--- config.mk ---
export PLATFORM = sky130hd
export DESIGN_NAME = toeq_ctrl
export DESIGN_NICKNAME = d
export VERILOG_FILES = /design/src/toeq_pkg.sv /design/src/toeq_ctrl.sv
export SDC_FILE = /design/constraint.sdc
export NUM_CORES = 1
export LEC_CHECK = 0
export ABC_AREA = 1
export BUFFER_PORTS_ARGS = -buffer_cell sky130_fd_sc_hd__buf_2
export CORE_AREA = 8 8 45 47
export CTS_CLUSTER_SIZE = 12
export DETAILED_ROUTE_END_ITERATION = 8
export DIE_AREA = 0 0 53 55
export PLACE_DENSITY = 0.54
export SYNTH_ARGS = -nofsm -noshare
export SYNTH_HDL_FRONTEND = slang
export SYNTH_SLANG_ARGS = --single-unit
--- constraint.sdc ---
create_clock -name clk -period 3.6 [get_ports clk]
set_clock_uncertainty 0.1 [all_clocks]
set_input_delay 0.18 -clock clk [delete_from_list [all_inputs] [get_ports clk]]
set_output_delay 0.18 -clock clk [all_outputs]
set_load 0.1 [all_outputs]
--- src/toeq_pkg.sv ---
// Shared types and codes for the time-ordered event queue.
// No dependencies; used by the controller, the datapath and the top level.
`default_nettype none

package toeq_pkg;

	localparam int CAPACITY_DEF = 64;
	localparam int OCC_W        = 7;

	// request modes
	localparam logic [1:0] MODE_PUSH   = 2'd0;
	localparam logic [1:0] MODE_POP    = 2'd1;
	localparam logic [1:0] MODE_FIND   = 2'd2;
	localparam logic [1:0] MODE_REMOVE = 2'd3;

	// response status codes
	localparam logic [1:0] ST_OK   = 2'd0;
	localparam logic [1:0] ST_MISS = 2'd1;
	localparam logic [1:0] ST_FULL = 2'd2;

	// datapath operations
	localparam logic [2:0] OP_NONE = 3'd0;
	localparam logic [2:0] OP_LOAD = 3'd1;
	localparam logic [2:0] OP_MIN  = 3'd2;
	localparam logic [2:0] OP_CMP  = 3'd3;
	localparam logic [2:0] OP_FIND = 3'd4;
	localparam logic [2:0] OP_DONE = 3'd5;

	typedef struct packed {
		logic [1:0]  mode;
		logic [31:0] time_key;
		logic [15:0] event_handle;
		logic [31:0] request_id;
	} req_t;

	typedef struct packed {
		logic [1:0]       status;
		logic [15:0]      out_handle;
		logic [31:0]      out_time;
		logic             last;
		logic [OCC_W-1:0] occupancy;
	} rsp_t;

	typedef struct packed {
		logic [31:0] s_time;
		logic [15:0] s_handle;
		logic [31:0] s_request;
	} slot_t;

	localparam int SLOT_W = $bits(slot_t);

	typedef struct packed {
		logic [2:0] op;
		logic       rd;
	} cmd_t;

	typedef struct packed {
		logic empty;
		logic full;
		logic scan_end;
		logic drop;
		logic out_free;
		logic pop;
	} stat_t;

endpackage

`default_nettype wire

--- src/toeq_ctrl.sv ---
// Sequencer for the event queue: dispatches each request and steps the slot scans.
// Depends on toeq_pkg; drives the datapath through cmd_t and reads stat_t.
`default_nettype none

module toeq_ctrl (
	input  logic            clk,
	input  logic            arst_n,
	input  logic            req_valid,
	input  logic [1:0]      req_mode,
	output logic            req_ready,
	input  toeq_pkg::stat_t stat,
	output toeq_pkg::cmd_t  cmd
);

	import toeq_pkg::*;

	localparam logic [3:0] S_IDLE   = 4'd0;
	localparam logic [3:0] S_MIN_RD = 4'd1;
	localparam logic [3:0] S_MIN_EV = 4'd2;
	localparam logic [3:0] S_CMP_RD = 4'd3;
	localparam logic [3:0] S_CMP_EV = 4'd4;
	localparam logic [3:0] S_FND_RD = 4'd5;
	localparam logic [3:0] S_FND_EV = 4'd6;
	localparam logic [3:0] S_DONE   = 4'd7;

	logic [3:0] state_q;
	logic [3:0] state_d;

	always_comb begin
		state_d   = state_q;
		req_ready = 1'b0;
		cmd.op    = OP_NONE;
		cmd.rd    = 1'b0;
		case (state_q)
			S_IDLE: begin
				req_ready = 1'b1;
				if (req_valid) begin
					cmd.op = OP_LOAD;
					case (req_mode)
						MODE_PUSH: state_d = S_DONE;
						MODE_POP:  state_d = stat.empty ? S_DONE : S_MIN_RD;
						MODE_FIND: state_d = stat.empty ? S_DONE : S_FND_RD;
						default:   state_d = stat.empty ? S_DONE : S_CMP_RD;
					endcase
				end
			end
			S_MIN_RD: begin
				cmd.rd  = 1'b1;
				state_d = S_MIN_EV;
			end
			S_MIN_EV: begin
				cmd.op  = OP_MIN;
				state_d = stat.scan_end ? S_CMP_RD : S_MIN_RD;
			end
			S_CMP_RD: begin
				cmd.rd  = 1'b1;
				state_d = S_CMP_EV;
			end
			S_CMP_EV: begin
				// a popped event waits here until the response register frees up
				if (!(stat.drop && stat.pop && !stat.out_free)) begin
					cmd.op = OP_CMP;
					if (stat.scan_end) begin
						state_d = stat.pop ? S_IDLE : S_DONE;
					end else begin
						state_d = S_CMP_RD;
					end
				end
			end
			S_FND_RD: begin
				cmd.rd  = 1'b1;
				state_d = S_FND_EV;
			end
			S_FND_EV: begin
				cmd.op  = OP_FIND;
				state_d = stat.scan_end ? S_DONE : S_FND_RD;
			end
			S_DONE: begin
				if (stat.out_free) begin
					cmd.op  = OP_DONE;
					state_d = S_IDLE;
				end
			end
			default: begin
				state_d = S_IDLE;
			end
		endcase
	end

	always_ff @(posedge clk or negedge arst_n) begin
		if (!arst_n) begin
			state_q <= S_IDLE;
		end else begin
			state_q <= state_d;
		end
	end

endmodule

`default_nettype wire

# Yosys cells after proc, flatten, opt, wreduce, memory -nomap -nowiden
# Index checks and enable logic that the tools add are counted.
dict set report totals {
  reg_bits 4
  in_bits 11
  word_cells 38
}
dict set report classes {
  n_eq_ne 12
  muxes 18
  reduce_logical 7
}
# op count
set ops {}
lappend ops {{4-bit one-hot mux with 8 select lines} 1}
lappend ops {{4-bit by 3-bit == test with 1-bit output, second input constant} 4}
lappend ops {{3-bit two-way mux} 5}
lappend ops {{3-bit one-hot mux with 5 select lines} 1}
lappend ops {{4-bit two-way mux} 3}
lappend ops {{3-bit one-hot mux with 3 select lines} 1}
lappend ops {{4-bit by 2-bit == test with 1-bit output, second input constant} 2}
lappend ops {{2-bit two-way mux} 4}
lappend ops {{2-bit != test, second input constant} 3}
lappend ops {{4-bit by 1-bit == test with 1-bit output, second input constant} 1}
lappend ops {{4-bit logical NOT} 1}
lappend ops {{1-bit two-way mux} 3}
lappend ops {{3-bit AND reduction} 1}
lappend ops {{3-bit OR reduction} 1}
lappend ops {{2-bit by 1-bit == test with 1-bit output, second input constant} 1}
lappend ops {{2-bit == test, second input constant} 1}
lappend ops {{1-bit logical AND} 2}
lappend ops {{2-bit logical NOT} 1}
lappend ops {{1-bit logical NOT} 1}

# Logic depth before layout (Yosys ltp)
dict set report logic_depth {
  word_depth 4
  depth_mapped 9
  ltp_nobuf 8
}

# Worst setup path before layout
# No wires, ideal clock.
dict set report synth_timing {
  path_kind {reg2out}
  start {register state_q[0]}
  end {output cmd[2] (netlist bit)}
  arrival_time_ns 2.726
  required_time_ns 3.320
  path_slack_ns 0.594
  stages_incl_launch_ff 5
  cell_sequence {dfrtp_1 > buf_6 > inv_2 > nand2_1 > o21ai_0}
}
# item line
set synth_lines {}
lappend synth_lines {{start, declared} toeq_ctrl.sv:26} ;# logic [3:0] state_q;
lappend synth_lines {{start signal, assigned} toeq_ctrl.sv:94} ;# state_q <= state_d;
lappend synth_lines {{end, declared} toeq_ctrl.sv:12} ;# output toeq_pkg::cmd_t cmd

==> flow_summary.ini <==
[timing]
period_share_pct = 55.5
finalCriticalPeriod_ns = 2.00
rsz0062_at_grt = false
whs_ns = 0.168
tightestPinTransition_ns = 0.535
fin_setup_tns_ns = 0
fmax_ghz = 0.501
relSlewSlack_pct = 64.3
hold_violations = 0
finalSetupViolCount = 0
slew_violations = 0

[min_path]
hp-class = in2async

[layout]
antenna_cells = 0
area_delta_synth_final_pct = 21.1
reg_top3 = state_q (3)
top_register = state_q
fin_cells = 98
fillers = 171
finish.utilization_pct = 38.3
drive_gt1_share_pct = 39.0
largest_reg_flops = 3
nets = 94

[global_routing]
grt_pass1_wl_um = 1520
overflow = 0
grt_pass1_vias = 365
grt_max_degree = 10
grt_use_total_pct = 7.00
antenna_found_initial = 0

[clock_network]
insertion_delay_ns = 0.23
h-tree-depth = 1
clkSinkCount = 3
cts_buffers = 3
cts_buffer_depth = 2
post_cts_buffers = 0
cts.clk_slew.worst_paths_ns = 0.04
cts-root-buf = clkbuf_4
cts_tree = yes

[synth]
netlist-cell-type-count = 20
seq_area_frac_synth_pct = 17.1
synthCells = 66
synth_fp_nets = 77
ys_seq_elements = 3
synthTopCellsByArea = dfrtp_1 17%, nand2_1 15%, buf_6 7.7%
avgSynthCellArea_um2 = 6.64
ys_warn_count = 0
yosysTopAreaCell = dfrtp_1
ys.flop_type = dfrtp_1
synthArstFlopShare_pct = 100
syn_area_um2 = 438
synth_edf_count = 0
yosysTopAreaCellShare_pct = 17.1

[worst_setup_path]
worstPathMaxFanout = 7
cp_cell_sequence = inv_4 > nand2_4 > nor2_4 > o21ai_1 > o211ai_1 > buf_2
r2r_slack_ns = 2.17
cp.required_ns = 3.32
cpLargestDelayFamily = buffers and inverters
cp-start-kind = flip-flop
crit_type = reg2out
crit_slowest_cell = dfrtp_1
arrival_ns = 1.72
slowest_delay_ns = 0.53
critPathCaptureType = output pin
cp.buffers_inverters = 2
r2r_start = state_q[0]
r2r_cells = 7
r2r_end = state_q[1]

[routing]
totalWireLength_um = 925
first_pass_iters = 1
viasPerCell = 4.18
ant_nets = 0
vias = 410
drtIter0Drc = 0
drc = 0
wl_per_cell_um = 9.44

[die]
die_x_um = 53
core_mm2 = 0.00138
start_util_pct = 31.6
fp.dieArea_mm2 = 0.00292
chipHeight_um = 55
row_count = 14
pin_count = 16

[outcome]
outcome = finished, final reports clean

[place]
gp_congestion = 0.727
hpwl_um = 757
placed_cells = 93
io_buffers = 14

[job]
drv_cap = 0
[synth_stat cells (3+ instances only)]
master and count:
a21oi_1 3, buf_6 3, dfrtp_1 3, inv_1 7
nand2_1 18, nand2_4 3, nand3_1 6, nor2_1 5
nor2_2 3
[layer usage]
metal	routed length, µm	vias to the layer above	GRT usage (%)	share of wire, %
met5	0	-	0	0
li1	-	236	-	-
met4	0	0	2.59	0
met1	424	165	8.08	46
met3	66	0	2.14	7.1
met2	434	9	11.9	47
[through the flow]
step                worst slack, ns  cell area, µm²
global placement               1.83             494
floorplan                     0.594             438
CTS                            1.58             531
finish                         1.60             531
detailed placement             1.83             494
global route                   1.47             531
[how the worst max path moves through the flow]
stage,startpoint,endpoint,slack [ns],cells past startpoint
floorplan,state_q[0],cmd[2],0.59,4
global placement,state_q[1],cmd[1],1.83,6
detailed placement,state_q[1],cmd[1],1.83,6
CTS,state_q[1],cmd[1],1.58,6
global route,state_q[1],cmd[2],1.47,6
finish,state_q[1],cmd[1],1.60,6
[placed cells by master (no fill, tap or decap), drive strengths merged]
cell | synthesis | routed
dlygate4sd3 | 0 | 1
a21oi | 3 | 3
o211ai | 1 | 1
nor3 | 1 | 1
inv | 11 | 11
clkbuf | 0 | 4
nor2 | 10 | 10
xnor2 | 1 | 1
dfrtp | 3 | 3
nand2 | 23 | 23
o21ai | 3 | 3
buf | 3 | 14
nand3b | 1 | 1
nand3 | 6 | 6
[logic make-up after synthesis]
logic type / Yosys count / share of synthesized area [%]
XOR/XNOR: 1 / 2.00
flip-flops: 3 / 17.1
buffers and inverters: 14 / 18.3
AO/OA/AOI/OAI: 7 / 8.57
AND/OR/NAND/NOR: 41 / 54.0
[what timing repair did]
| item | CTS | global route |
|---|---|---|
| hold buffers | 1 | 0 |
| endpoints found under the hold margin | 3 | 0 |
| resized for setup | 0 | 0 |
[final cells by class]
type                    instances  area [µm²]  share of cell area, %
clock buffers                   4        26.3                   4.95
flip-flops and latches          3        75.1                   14.2
repair buffers                 15        80.1                   15.1
multi-input cells              49         283                   53.3
well taps                      16        20.0                   3.77
inverters                      11        46.3                   8.73
Power is not shown: default switching activity piles up to over one toggle a cycle in this logic, so the estimate is an artifact.
